$ cat src/rtl/lfyp_pkg.sv
// Shared types and constants for the LCG-driven Fisher-Yates permutation block.
// Depends on nothing; lfyp_lcg, lfyp_mod and the top level refer to it by scoped names.
package lfyp_pkg;

    // Field widths fixed by the interface.
    localparam int LEN_W = 11;
    localparam int IDX_W = 10;
    localparam int VAL_W = 10;
    localparam int LCG_W = 32;
    localparam int STEP_CW = 5;

    // Generator constants and register reset values.
    localparam logic [LCG_W-1:0] LCG_MUL = 32'd1664525;
    localparam logic [LCG_W-1:0] LCG_INC = 32'd1013904223;
    localparam logic [LCG_W-1:0] SEED_RESET = 32'd20260914;
    localparam logic [LEN_W-1:0] LENGTH_RESET = 11'd1024;

    // Last step of the serial multiply (the multiplier fits in 21 bits)
    // and of the serial remainder (one dividend bit per step).
    localparam logic [STEP_CW-1:0] MUL_LAST = 5'd20;
    localparam logic [STEP_CW-1:0] DIV_LAST = 5'd31;

    // Command codes.
    localparam logic CMD_SHUFFLE = 1'b0;
    localparam logic CMD_READ = 1'b1;

    // Configuration register indexes.
    localparam logic CFG_LENGTH = 1'b0;
    localparam logic CFG_SEED = 1'b1;

    typedef struct packed {
        logic             cmd;
        logic [IDX_W-1:0] index;
    } t_in;

    typedef struct packed {
        logic [VAL_W-1:0] value;
        logic             index_ok;
    } t_out;

endpackage

$ cat src/rtl/lfyp_lcg.sv
// Bit-serial LCG step: next = state * LCG_MUL + LCG_INC, mod 2^32.
// Depends on lfyp_pkg; one multiplier bit is consumed per cycle.
module lfyp_lcg (
    input  logic                      i_clk,
    input  logic                      i_rst_n,
    input  logic                      i_start,
    input  logic [lfyp_pkg::LCG_W-1:0] i_state,
    output logic                      o_done,
    output logic [lfyp_pkg::LCG_W-1:0] o_value
);

    logic                         r_busy;
    logic                         r_done;
    logic [lfyp_pkg::STEP_CW-1:0] r_cnt;
    logic [lfyp_pkg::LCG_W-1:0]   r_acc;
    logic [lfyp_pkg::LCG_W-1:0]   r_mcand;
    logic [lfyp_pkg::LCG_W-1:0]   n_acc;

    // Add the shifted multiplicand when the current multiplier bit is set.
    always_comb begin
        n_acc = r_acc;
        if (lfyp_pkg::LCG_MUL[r_cnt]) begin
            n_acc = r_acc + r_mcand;
        end
    end

    // Control: start loads the increment, then one bit per cycle.
    always_ff @(posedge i_clk) begin
        if (!i_rst_n) begin
            r_busy <= 1'b0;
            r_done <= 1'b0;
            r_cnt  <= '0;
        end else begin
            r_done <= 1'b0;
            if (i_start) begin
                r_busy <= 1'b1;
                r_cnt  <= '0;
            end else if (r_busy) begin
                r_cnt <= r_cnt + 1'b1;
                if (r_cnt == lfyp_pkg::MUL_LAST) begin
                    r_busy <= 1'b0;
                    r_done <= 1'b1;
                end
            end
        end
    end

    // Datapath: accumulator and left-shifting multiplicand.
    always_ff @(posedge i_clk) begin
        if (i_start) begin
            r_acc   <= lfyp_pkg::LCG_INC;
            r_mcand <= i_state;
        end else if (r_busy) begin
            r_acc   <= n_acc;
            r_mcand <= {r_mcand[lfyp_pkg::LCG_W-2:0], 1'b0};
        end
    end

    assign o_done  = r_done;
    assign o_value = r_acc;

endmodule

$ cat config.mk
export PLATFORM = sky130hd
export DESIGN_NAME = lfyp_lcg
export DESIGN_NICKNAME = d
export VERILOG_FILES = /design/src/rtl/lfyp_pkg.sv /design/src/rtl/lfyp_lcg.sv
export SDC_FILE = /design/constraint.sdc
export NUM_CORES = 1
export LEC_CHECK = 0
export BUFFER_PORTS_ARGS = -buffer_cell sky130_fd_sc_hd__buf_2
export CORE_ASPECT_RATIO = 0.8
export CORE_UTILIZATION = 55
export DETAILED_ROUTE_END_ITERATION = 8
export HOLD_SLACK_MARGIN = 0.15
export PLACE_DENSITY = 0.79
export SLEW_MARGIN = 0
export SYNTH_ARGS = -nofsm -noshare
export SYNTH_HDL_FRONTEND = slang
export SYNTH_SLANG_ARGS = --single-unit
$ cat constraint.sdc
create_clock -name i_clk -period 2.8 [get_ports i_clk]
set_input_delay 0.28 -clock i_clk [delete_from_list [all_inputs] [get_ports i_clk]]
set_output_delay 0.28 -clock i_clk [all_outputs]
set_load 0.005 [all_outputs]
Word-level counts from Yosys, hierarchy flattened
Memory sizes are Yosys's and may differ from the RTL's. A register that Yosys moved wholly into a read port is not among the register bits.
Index checks and enable logic that the tools add are counted.

word-level totals
  bits in registers = 71
  ROM bits = 32
  output and inout port bits = 33
  memories = 1

operators by class
  $add $sub $neg = 2
  magnitude comparators = 1
  eq/ne operators = 1
  multiplexer cells = 9
  bitwise operators = 2
  reduce and logical (&&, ||, !) cells = 4

memories
  memory           depth  width  read ports  clocked after Yosys merged registers in  write ports  RTL line        text
  (no name shown)  32     1      1           1                                        0            lfyp_lcg.sv:22  if (lfyp_pkg::LCG_MUL[r_cnt]) begin

operator list
  operator               count
  $mux W32               2
  $add A32 B32 Y32       1
  $mux W5                2
  $lt A5 B6 Y1 const B   1
  $add A5 B1 Y5 const B  1
  $eq A5 B5 Y1 const B   1
  $mux W1                5
  $reduce_or A3 Y1       1
  $not A1 Y1             2
  $reduce_and A2 Y1      1
  $reduce_bool A2 Y1     1
  $reduce_or A2 Y1       1

Logic depth before layout (Yosys ltp)
  depth in word-level cells = 4
  depth in mapped cells = 11

Least setup slack after synthesis
Ideal clock, no wire load.

  path kind = register -> register
  start point = reg r_mcand[0] in the netlist's numbering
  end point = reg r_acc, in the netlist o_value[28]
  setup time = 0.070 ns
  data arrival time = 2.463 ns
  data required time = 2.730 ns
  setup slack = 0.267 ns
  cell stages (with the launch flop) = 11
  path through = edfxtp_1 -> ha_1 -> fa_1 -> a21oi_1 -> o21a_1 -> o21ai_0 -> o31a_1 -> a21o_1 -> a31oi_1 -> mux2_2 -> a21oi_1

on the way
  word-level cells in the longest chain between the ends = 1

RTL lines
  what                    RTL line        text
  start, declared         lfyp_lcg.sv:16  logic [lfyp_pkg::LCG_W-1:0] r_mcand;
  start signal, assigned  lfyp_lcg.sv:52  r_mcand <= i_state;
  start signal, assigned  lfyp_lcg.sv:55  r_mcand <= {r_mcand[lfyp_pkg::LCG_W-2:0], 1'b0};
  $add A32 B32 Y32        lfyp_lcg.sv:23  n_acc = r_acc + r_mcand;
  end signal, assigned    lfyp_lcg.sv:51  r_acc <= lfyp_pkg::LCG_INC;
  end signal, assigned    lfyp_lcg.sv:54  r_acc <= n_acc;
  end, declared           lfyp_lcg.sv:15  logic [lfyp_pkg::LCG_W-1:0] r_acc;

Every way passes these cells.
A chain may end at the register's enable or synchronous reset.

Final worst setup path
  start point = reg r_mcand[1] in the netlist's numbering
  end point = reg r_acc, in the netlist o_value[19]

Same word-level chain as after synthesis.

==> out/qor.txt <==
status -> complete, no violations
DRT iter0 DRCs -> 254
crit end category -> register
crit path DAT -> 2.93 ns
required time of the critical path -> 3.05 ns
row cnt -> 29
Worst Slack Setup Final -> 0.1253 ns
Post-Syn Instances -> 472
MaxCap Viol Count -> 0
hold endpoint -> r_busy$_SDFF_PN0_
post-layout min period -> 2.675 ns
Max Root-Sink Buffers -> 2
layout cell share with drive strength beyond 1 -> 0.2727
R2R cell count -> 9
final period utilization -> 0.9552
mapped cell area -> 4562 µm²
most frequent cells in the layout -> 67 x buf_2, 49 x nand2_1, 42 x a21oi_1
Hold Crit Start -> i_rst_n
Global Route Usage Sum -> 0.2537
diode count -> 0
Switching Share -> 0.3488
highest metal used -> met4
Max VDD drop -> 0.0003961 V
combinational fraction of design power -> 0.401
commonest non-fill, non-tap cell in the layout -> buf_2
Die X -> 103.8 µm
Root Buffer -> clkbuf_8
syn_area_per_cell -> 9.665 µm²
clk_skew -> 0.01162 ns
DP Worst Slack -> 0.02332 ns
Die Y -> 83.46 µm
clock group share of total power -> 0.224
WS Path Type -> reg -> reg
Internal -> 2.321 mW
Routability Congestion -> 0.9095
hold depth -> 2
Antenna Nets Post-Route -> 0
WL/cell -> 15.98 µm
Worst Tran Pin Value -> 0.6236 ns
largest net degree at the start of global routing -> 47
number of synthesis warnings -> 0
Nets -> 617
reg2reg setup slack -> 0.13 ns
number of distinct library cells after synthesis -> 57
Slew HR -> 0.5827
flops & latches, synth -> 72
final setup violation count -> 0
register share of total power -> 0.375
Worst-Skew Late Latency -> 0.36 ns
Final Max Tran Viols -> 0
Post-synth EDFFs -> 32
top-area cell type share of the netlist area -> 0.2106
sequential share of the synthesized area -> 0.3862
I/O pins -> 68
critical path launch point type -> register
Fill cells -> 658
terminus of the critical flop-to-flop path -> o_value[19]$_SDFFE_PP1P_
Hold Fails Final Rpt -> 0
Post-Syn Nets -> 543
full die area -> 8665 µm²
H-tree depth -> 3
TritonRoute pass-1 iters -> 5
Final Util -> 0.6652
crit-path max FO -> 3
reg-to-reg startpoint -> r_mcand[1]$_DFFE_PP_
hold crit path type -> in -> reg
vias in the first global route -> 3665
CTS tree -> yes
ys flop type -> dfxtp_1
vias after detailed routing -> 3894
Clock Pin Slew Worst Setup and Hold Paths -> 0.07 ns
initial antenna violation count -> 0
power per cell area -> 671.2 nW/µm²
Port Buffers -> 67
Fmax -> 373.9 MHz
DRC -> 0
CTS sink cnt -> 72
WL met2 -> 4.596 mm
Psw -> 1.243 mW
core area -> 7983 µm²
Initial Util -> 0.5715
total grt overflow -> 0
Layout area overhead -> 16.40%
Yosys top cell by area -> edfxtp_1
asr flop ratio synth -> 0
CTS Buf Count -> 9
DPL Wire Length -> 7.862 mm
met3 WL -> 738 µm
first-pass GRT wire length -> 17.71 mm
Area contributors post-synth -> edfxtp_1 21%, dfxtp_1 18%, ha_1 9.6%, mux2_2 8.1%, a21oi_1 4.8%
Via density -> 5.918
P_leak -> 2.280 nW
routed length on met1 -> 5.014 mm
DRT Wirelength -> 10.52 mm
## flip-flops by register name (all words and copies together), names as in the netlist, named ones only
signal	flops
r_cnt	5
o_value	32
o_done	1
r_mcand	32
r_busy	1
## repair_timing
| action | 4_1_cts | 5_1_grt |
|---|---|---|
| pin swaps | 0 | 7 |
| buffers inserted | 0 | 2 |
| gates resized for setup | 1 | 7 |
| endpoints found under the setup margin | 1 | 4 |
| hold buffers | 0 | 0 |
## synthesized netlist by cell type, types with 5 or more instances
master	instances
nor2_1	22
nand3_1	11
buf_2	6
xor2_1	14
mux2_2	33
nor3_1	5
and2_1	6
o211ai_1	14
a31oi_1	5
dfxtp_1	40
xnor2_1	14
and3_1	7
o21ai_0	22
nor2b_1	8
edfxtp_1	32
a21oi_1	44
inv_1	14
a21o_1	17
nand2_1	49
ha_1	35
clkbuf_1	11
o21bai_1	5
## cell type report
cell class | count | area (µm²) | area share
Sequential cell | 72 | 1762 | 0.3318
Inverter | 14 | 52.55 | 0.009896
Clock inverter | 5 | 47.55 | 0.008954
Tap cell | 108 | 135.1 | 0.02545
Timing Repair Buffer | 84 | 462.9 | 0.08718
Clock buffer | 10 | 137.6 | 0.02592
Multi-Input combinational cell | 365 | 2713 | 0.5108
## worst max path at each step
| stage | start | end | slack (ns) |
|---|---|---|---|
| final | r_mcand[1]$_DFFE_PP_ | o_value[19]$_SDFFE_PP1P_ | 0.13 |
| after floorplan | r_mcand[0]$_SDFFCE_PN0P_ | o_value[28]$_SDFFE_PP1P_ | 0.27 |
| after CTS | r_mcand[0]$_SDFFCE_PN0P_ | o_value[28]$_SDFFE_PP1P_ | 0.01 |
| after global placement | r_mcand[0]$_SDFFCE_PN0P_ | o_value[28]$_SDFFE_PP1P_ | 0.11 |
| after detailed placement | r_mcand[0]$_SDFFCE_PN0P_ | o_value[28]$_SDFFE_PP1P_ | 0.02 |
| after global routing | r_mcand[1]$_DFFE_PP_ | o_value[19]$_SDFFE_PP1P_ | -0.002 |
## routing by layer
metal  vias up  global-route usage
li1       1899                   -
met1      1831              0.3569
met2       146              0.3861
met3        18             0.05855
met4         0             0.08052
met5         -                   0
## stage by stage
step	power, mW	cell area, µm²	cells	hold slack, ns	setup TNS, ns
3_3_place_gp	2.689	5059	641	0.4620	0
2_1_floorplan	2.344	4562	472	0.4082	0
5_1_grt	3.789	5310	658	0.1829	-0.001506
4_1_cts	3.523	5248	656	0.1561	0
3_5_place_dp	2.719	5059	641	0.4658	0
6_report	3.564	5310	658	0.1702	0
## kinds of logic (layout without fill, tap and decap cells)
| logic type | Yosys count | in the layout | share of synthesized area |
|---|---|---|---|
| AO/OA/AOI/OAI | 139 | 139 | 0.2065 |
| AND/OR/NAND/NOR | 126 | 126 | 0.1347 |
| flip-flops | 72 | 72 | 0.3862 |
| adder cells (fa/ha/maj) | 36 | 36 | 0.1004 |
| multiplexers | 36 | 36 | 0.08804 |
| buffers and inverters | 35 | 113 | 0.03044 |
| XOR/XNOR | 28 | 28 | 0.05376 |
## worst max-delay path, stage by stage, from the launching register on
cell,delay (ns)
edfxtp_1,0.44
ha_1,0.31
a21o_2,0.22
a2111oi_4,0.44
o21bai_2,0.16
a221oi_2,0.34
a21oi_1,0.15
a41oi_1,0.26
xor2_1,0.16
a21oi_1,0.08
## power by group through the flow
stage	sequential (mW)	clock (mW)	combinational (mW)
floorplan	1.33	0	1.01
detailed placement	1.36	0	1.36
CTS	1.33	0.810	1.38
global placement	1.35	0	1.34
finish	1.34	0.798	1.43
global route	1.35	0.860	1.58
Note: power is estimated with default switching activity, not from simulation.
