--- src/rtl/lfyp_pkg.sv ---
// Shared types and constants for the LCG-driven Fisher-Yates permutation block.
// Depends on nothing; lfyp_lcg, lfyp_mod and the top level refer to it by scoped names.
package lfyp_pkg;

    // Field widths fixed by the interface.
    localparam int LEN_W = 11;
    localparam int IDX_W = 10;
    localparam int VAL_W = 10;
    localparam int LCG_W = 32;
    localparam int STEP_CW = 5;

    // Generator constants and register reset values.
    localparam logic [LCG_W-1:0] LCG_MUL = 32'd1664525;
    localparam logic [LCG_W-1:0] LCG_INC = 32'd1013904223;
    localparam logic [LCG_W-1:0] SEED_RESET = 32'd20260914;
    localparam logic [LEN_W-1:0] LENGTH_RESET = 11'd1024;

    // Last step of the serial multiply (the multiplier fits in 21 bits)
    // and of the serial remainder (one dividend bit per step).
    localparam logic [STEP_CW-1:0] MUL_LAST = 5'd20;
    localparam logic [STEP_CW-1:0] DIV_LAST = 5'd31;

    // Command codes.
    localparam logic CMD_SHUFFLE = 1'b0;
    localparam logic CMD_READ = 1'b1;

    // Configuration register indexes.
    localparam logic CFG_LENGTH = 1'b0;
    localparam logic CFG_SEED = 1'b1;

    typedef struct packed {
        logic             cmd;
        logic [IDX_W-1:0] index;
    } t_in;

    typedef struct packed {
        logic [VAL_W-1:0] value;
        logic             index_ok;
    } t_out;

endpackage

--- src/rtl/lfyp_mod.sv ---
// Bit-serial restoring remainder of a 32-bit value by a narrow divisor.
// Depends on lfyp_pkg; one dividend bit is shifted in per cycle.
module lfyp_mod #(
    parameter int IW = 11
) (
    input  logic                       i_clk,
    input  logic                       i_rst_n,
    input  logic                       i_start,
    input  logic [lfyp_pkg::LCG_W-1:0] i_dividend,
    input  logic [IW-1:0]              i_divisor,
    output logic                       o_done,
    output logic [IW-1:0]              o_rem
);

    logic                         r_busy;
    logic                         r_done;
    logic [lfyp_pkg::STEP_CW-1:0] r_cnt;
    logic [lfyp_pkg::LCG_W-1:0]   r_dq;
    logic [IW-1:0]                r_div;
    logic [IW-1:0]                r_rem;
    logic [IW:0]                  rem_sh;
    logic [IW:0]                  rem_sub;
    logic [IW-1:0]                n_rem;

    // Shift in the next dividend bit and subtract the divisor if it fits.
    always_comb begin
        rem_sh  = {r_rem, r_dq[lfyp_pkg::LCG_W-1]};
        rem_sub = rem_sh - {1'b0, r_div};
        if (rem_sh >= {1'b0, r_div}) begin
            n_rem = rem_sub[IW-1:0];
        end else begin
            n_rem = rem_sh[IW-1:0];
        end
    end

    // Control: 32 steps after start.
    always_ff @(posedge i_clk) begin
        if (!i_rst_n) begin
            r_busy <= 1'b0;
            r_done <= 1'b0;
            r_cnt  <= '0;
        end else begin
            r_done <= 1'b0;
            if (i_start) begin
                r_busy <= 1'b1;
                r_cnt  <= '0;
            end else if (r_busy) begin
                r_cnt <= r_cnt + 1'b1;
                if (r_cnt == lfyp_pkg::DIV_LAST) begin
                    r_busy <= 1'b0;
                    r_done <= 1'b1;
                end
            end
        end
    end

    // Datapath: dividend shift register and partial remainder.
    always_ff @(posedge i_clk) begin
        if (i_start) begin
            r_dq  <= i_dividend;
            r_div <= i_divisor;
            r_rem <= '0;
        end else if (r_busy) begin
            r_dq  <= {r_dq[lfyp_pkg::LCG_W-2:0], 1'b0};
            r_rem <= n_rem;
        end
    end

    assign o_done = r_done;
    assign o_rem  = r_rem;

endmodule

--- config.mk ---
export PLATFORM = sky130hd
export DESIGN_NAME = lfyp_mod
export DESIGN_NICKNAME = d
export VERILOG_FILES = /design/src/rtl/lfyp_pkg.sv /design/src/rtl/lfyp_mod.sv
export SDC_FILE = /design/constraint.sdc
export NUM_CORES = 1
export LEC_CHECK = 0
export ABC_CLOCK_PERIOD_IN_PS = 4000
export BUFFER_PORTS_ARGS = -buffer_cell sky130_fd_sc_hd__buf_2
export CAP_MARGIN = 30
export CORE_ASPECT_RATIO = 1.25
export CORE_UTILIZATION = 60
export CTS_BUF_LIST = sky130_fd_sc_hd__clkbuf_8
export DETAILED_ROUTE_END_ITERATION = 7
export PLACE_DENSITY = 0.86
export SYNTH_ARGS = -nofsm -noshare
export SYNTH_HDL_FRONTEND = slang
export SYNTH_SLANG_ARGS = --single-unit
--- constraint.sdc ---
create_clock -name i_clk -period 4 [get_ports i_clk]
set_input_delay 0.8 -clock i_clk [delete_from_list [all_inputs] [get_ports i_clk]]
set_output_delay 0.8 -clock i_clk [all_outputs]
set_load 0.05 [all_outputs]
# Word level (Yosys, flattened, before mapping)
# Cells that the tools add are included.
word_totals:
  register_bits: 61
  inputBits: 46
  output_inout_bits: 12
  elab_cells: 22
classes:
  bitwise: 2
  n_lt_le_gt_ge: 1
  n_addsub: 2
  reduce_logical: 3
  eq_ne: 1
  mux: 7
ops:
  columns: ["op", "count"]
  rows:
  - ["$mux 32", 2]
  - ["$ge 12x11->1", 1]
  - ["$mux 11", 1]
  - ["$sub 11x11->11", 1]
  - ["$add 5x1->5 const B", 1]
  - ["$eq 5x5->1 const B", 1]
  - ["$mux 1", 4]
  - ["$reduce_or 3->1", 1]
  - ["$not 1->1", 2]
  - ["$reduce_bool 2->1", 1]
  - ["$reduce_or 2->1", 1]

# Logic depth before layout (Yosys ltp)
logic_depth:
  ltp_word: 4
  ltp_mapped: 10
  mapped_depth_nobuf: 9

# Worst setup path after synthesis
# OpenSTA, ideal clock, no wires.
synth_timing:
  kind: "reg2reg"
  startpoint: "register r_rem[0], in the netlist o_rem[0]"
  endpoint: "register r_rem[6], in the netlist o_rem[6]"
  t_arrival_ps: 2783
  n_path_buf: 1
  setup_slack_ps: 1129
  stages_incl_launch_ff: 10
  period_less_slack_ps: 2871
  required_ps: 3912
  setup_ps: 88
  path_cell_list: "dfxtp_1 inv_1 fa_1 nand2b_2 o2bb2ai_2 a211o_1 and2_1 buf_6 or3b_1 a311oi_2"
synth_between:
  elab_chain_cells: 2
  elab_cells_between_ends: 3
  cone_classes: "1 x add/sub; 1 x order compare; 1 x mux"
synth_lines:
  columns: ["element", "line_no", "source"]
  rows:
  - ["from (decl)", "lfyp_mod.sv:20", "logic [IW-1:0] r_rem;"]
  - ["from (signal assigned)", "lfyp_mod.sv:65", "r_rem <= n_rem;"]
  - ["$sub 11x11->11 / $ge 12x11->1 (equally long branches)", "lfyp_mod.sv:28, lfyp_mod.sv:29", null]
  - ["$mux 11 (*)", "lfyp_mod.sv:29", "if (rem_sh >= {1'b0, r_div}) begin"]
# Mark *: on every way between the ends. The rest lies on a longest branch, timed or not.
# A chain may end at the register's enable or synchronous reset.

# Worst setup path in the final report
layout_timing:
  startpoint: "register r_dq[31] in the netlist's numbering"
  endpoint: "register r_rem[6], in the netlist o_rem[6]"
layout_between:
  elab_chain_cells: 2
  elab_cells_between_ends: 3
  cone_classes: "1 x add/sub; 1 x order compare; 1 x mux"
layout_lines:
  columns: ["element", "line_no", "source"]
  rows:
  - ["from (decl)", "lfyp_mod.sv:18", "logic [lfyp_pkg::LCG_W-1:0] r_dq;"]
  - ["from (signal assigned)", "lfyp_mod.sv:60", "r_dq <= i_dividend;"]
  - ["from (signal assigned)", "lfyp_mod.sv:64", "r_dq <= {r_dq[lfyp_pkg::LCG_W-2:0], 1'b0};"]
  - ["$sub 11x11->11 / $ge 12x11->1 (equally long branches)", "lfyp_mod.sv:28, lfyp_mod.sv:29", null]
  - ["$mux 11 (*)", "lfyp_mod.sv:29", null]
# Marks and branches as above.

==> flow_summary.toml <==
[synth]
synth_area_leaders = "edfxtp_1, mux2_2, dfxtp_1, ha_1, nor2_1"
yosys_warnings = 0
syn-instance-count = 244
synth_area_um2 = 2990
synth-seq-cells = 61
synth_top_area_cell = "edfxtp_1"
yosysSeqAreaShare_pct = 55.2
synth_top_area_share_pct = 43.2
netlist-cell-type-count = 42
syn-num-nets = 304
syn_area_per_cell_um2 = 12.3

[route]
ant_nets = 0
vias_per_cell = 5.59
detail_route.wl_per_cell_um = 15.9
finalWirelength_mm = 5.95
firstDrtPassIters = 4
drtIter0Drc = 104
drc = 0
via_count = 2092

[placed_design]
placed_area_um2 = 3360
dp_hpwl_mm = 4.16
dpl_worst_slack_ns = 1.25
portBuffers = 57
finalWeightedCongestion = 0.890

[worst_setup_path]
worstReg2RegStart = "r_dq[31]"
crit_path_top_delay_cell = "or3b_1"
crit_family = "simple AND/OR/NAND/NOR gates"
crit_chain = "inv_1, ha_1, fa_1, nand2b_2, o2bb2ai_2, a211o_1, and2_1, or3b_1, a311oi_2"
cp-start-kind = "register"
r2r.worst_path.cells = 9
crit_cells = 9
slowest_delay_ns = 0.42
crit_type = "register to register"
end_kind = "register"
critPathRequiredTime_ns = 4.25
cp-startpoint = "r_dq[31]"
arrival_ns = 3.03
ff2ff_setup_slack_ns = 1.23
worstPathMaxFanout = 8
path_buf_inv = 1

[power_and_ir_drop]
p_seq_share_pct = 50.8
p_clk_share_pct = 35.7
power_density_nw_per_um2 = 419
peakVddDrop_v = 0.000302
p_sw_share_pct = 24.5
p_int_w = 0.00112
p_comb_share_pct = 13.5
switchingPower_w = 0.000365
leakage_nw = 1.54

[clocking]
cts_sinks = 61
clk_latency_ns = 0.34
clk_path_buf_depth = 2
holdBufCountCts = 0
cts_buffers = 9
cts_setup_buffers = 0
htreeDepth = 3
cts-root-buf = "clkbuf_8"
path_clk_slew_ns = 0.06
cts_resized = 0
cts_tree = "done"

[final_layout]
nFillCells = 348
nets = 369
final_area_um2 = 3550
antenna_cells = 0
layout-drive-gt1-share_pct = 35.0
syn2layout_area_growth_pct = 18.7

[floorplan]
io_pins = 58
rows = 28
core_area_um2 = 4760
die_w_um = 65.2
die-area_um2 = 5270
floorplan.initialDensity_pct = 62.8
die_h_um = 80.9

[timing]
timing.slew.headroom_pct = 61.7
fin_tns_setup_ns = 0
hold_violations = 0
slew_viol_final = 0
setup_violations = 0
worst_hold_slack_ns = 0.504
timing.final.crit_share_pct = 69.3
postLayoutSetupSlackWorst_ns = 1.23
max_freq_ghz = 0.361
fin_skew_ns = 0.00777
period_minus_slack_ns = 2.77
worst_pin_slew_ns = 0.574
rsz0062_at_grt = "no"

[status]
status = "finished clean"

[grt]
grt_pass1_vias = 2069
grt_max_degree = 50
grt_usage_pct = 25.0
grt_pass1_wl_mm = 9.45
grt_overflow = 0
antenna_found_initial = 0

[worst_hold_path]
min_path_cells = 2
hp-class = "register to register"
min-delay-start = "o_rem[7]"

[run]
cap_violations = 0
[state kept, by name (all words and copies together), names as in the netlist]
register	count
r_busy	1
o_done	1
r_dq	32
o_rem	11
r_div	11
r_cnt	5
[power groups by stage]
stage / logic, W / clock network (W) / registers [W]
after floorplan: 0.000128 / 0 / 0.000774
after global placement: 0.000188 / 0 / 0.000767
after detailed placement: 0.000199 / 0 / 0.000768
after CTS: 0.000200 / 0.000538 / 0.000756
after global routing: 0.000220 / 0.000562 / 0.000761
final: 0.000201 / 0.000531 / 0.000756
[cell families (layout without fill, tap and decap cells)]
family                     Yosys count  in the layout  synth area share (%)
DFF                                 61             61                  55.2
and+or+nand+nor                     55             55                  9.03
AOI/OAI and AO/OA                   49             49                  11.2
muxes                               36             36                  13.4
buffers and inverters               22             92                  3.01
adders and majority gates           14             14                  6.11
xor gates and xnor gates             7              7                  2.05
[layout make-up]
| cell class | count | area, µm² | area share, % |
|---|---|---|---|
| multi-input cells | 161 | 1250 | 35.2 |
| clock buffers | 10 | 138 | 3.87 |
| well taps | 60 | 75.1 | 2.11 |
| flip-flops and latches | 61 | 1650 | 46.5 |
| repair buffers | 60 | 328 | 9.23 |
| clock inverters | 6 | 50.0 | 1.41 |
| inverters | 16 | 60.1 | 1.69 |
[placed cells by master, fill, tap and decap left out, drive strengths merged, types with 2 or more instances in the layout]
cell type  count
or3            2
and2           2
a211oi         2
nor2          19
nor2b          2
nor3           4
o21ai         14
ha            13
clkbuf        10
edfxtp        43
a22o           3
nand4          3
o21a           5
xor2           3
inv           20
a21o           2
nand2         13
and3           3
buf           60
xnor2          4
dfxtp         18
mux2          33
nand2b         4
a21oi         12
mux2i          3
[cell usage after synthesis]
cell       count
a21o_1         2
a21oi_1       12
nand2b_2       1
o21a_1         5
or3_1          2
or3b_1         1
xor2_1         3
a22o_1         3
nor3_2         1
o21ai_0       14
nand2b_1       3
nand2_1       13
nand3_1        1
nor2_1        19
o221a_2        1
xnor2_1        4
and3_1         3
clkbuf_1       5
a211o_1        1
edfxtp_1      43
a32o_1         1
nand4b_1       1
fa_1           1
o211ai_1       1
dfxtp_1       18
ha_1          13
o31a_1         1
inv_1         16
mux2_2        33
and2_1         2
o31ai_1        1
mux2i_1        3
a311oi_2       1
a41oi_1        1
o22ai_1        1
o2bb2ai_2      1
a211oi_1       2
nor2b_1        2
buf_6          1
nor3_1         3
o2111a_1       1
nand4_1        3
[metal layers]
layer | track usage, % | part of all wire [%]
met4 | 13.7 | 3.3
met5 | 0 | 0
met3 | 6.60 | 4.5
met1 | 27.0 | 41
met2 | 44.2 | 51
[per-stage QoR]
stage	utilization, %	total power, W	instances
after CTS	74.6	0.00149	374
after floorplan	-	0.000902	244
after global placement	70.0	0.000955	357
final	74.6	0.00149	374
after global routing	74.6	0.00154	374
after detailed placement	70.6	0.000967	358
[worst reg2reg max path, delay by kind of cell, from the launching register on]
kind	cells	cell delay [ns]
compound gates	3	0.74
fa+ha+maj	2	0.62
buf+inv	1	0.05
flops	1	0.36
simple gates	3	0.91
[worst paths after layout]
path / endpoint
max: o_rem[6]
min: o_rem[7]
max reg2reg: o_rem[6]
min reg2reg: o_rem[7]
Note: power is estimated with default switching activity, not from simulation.
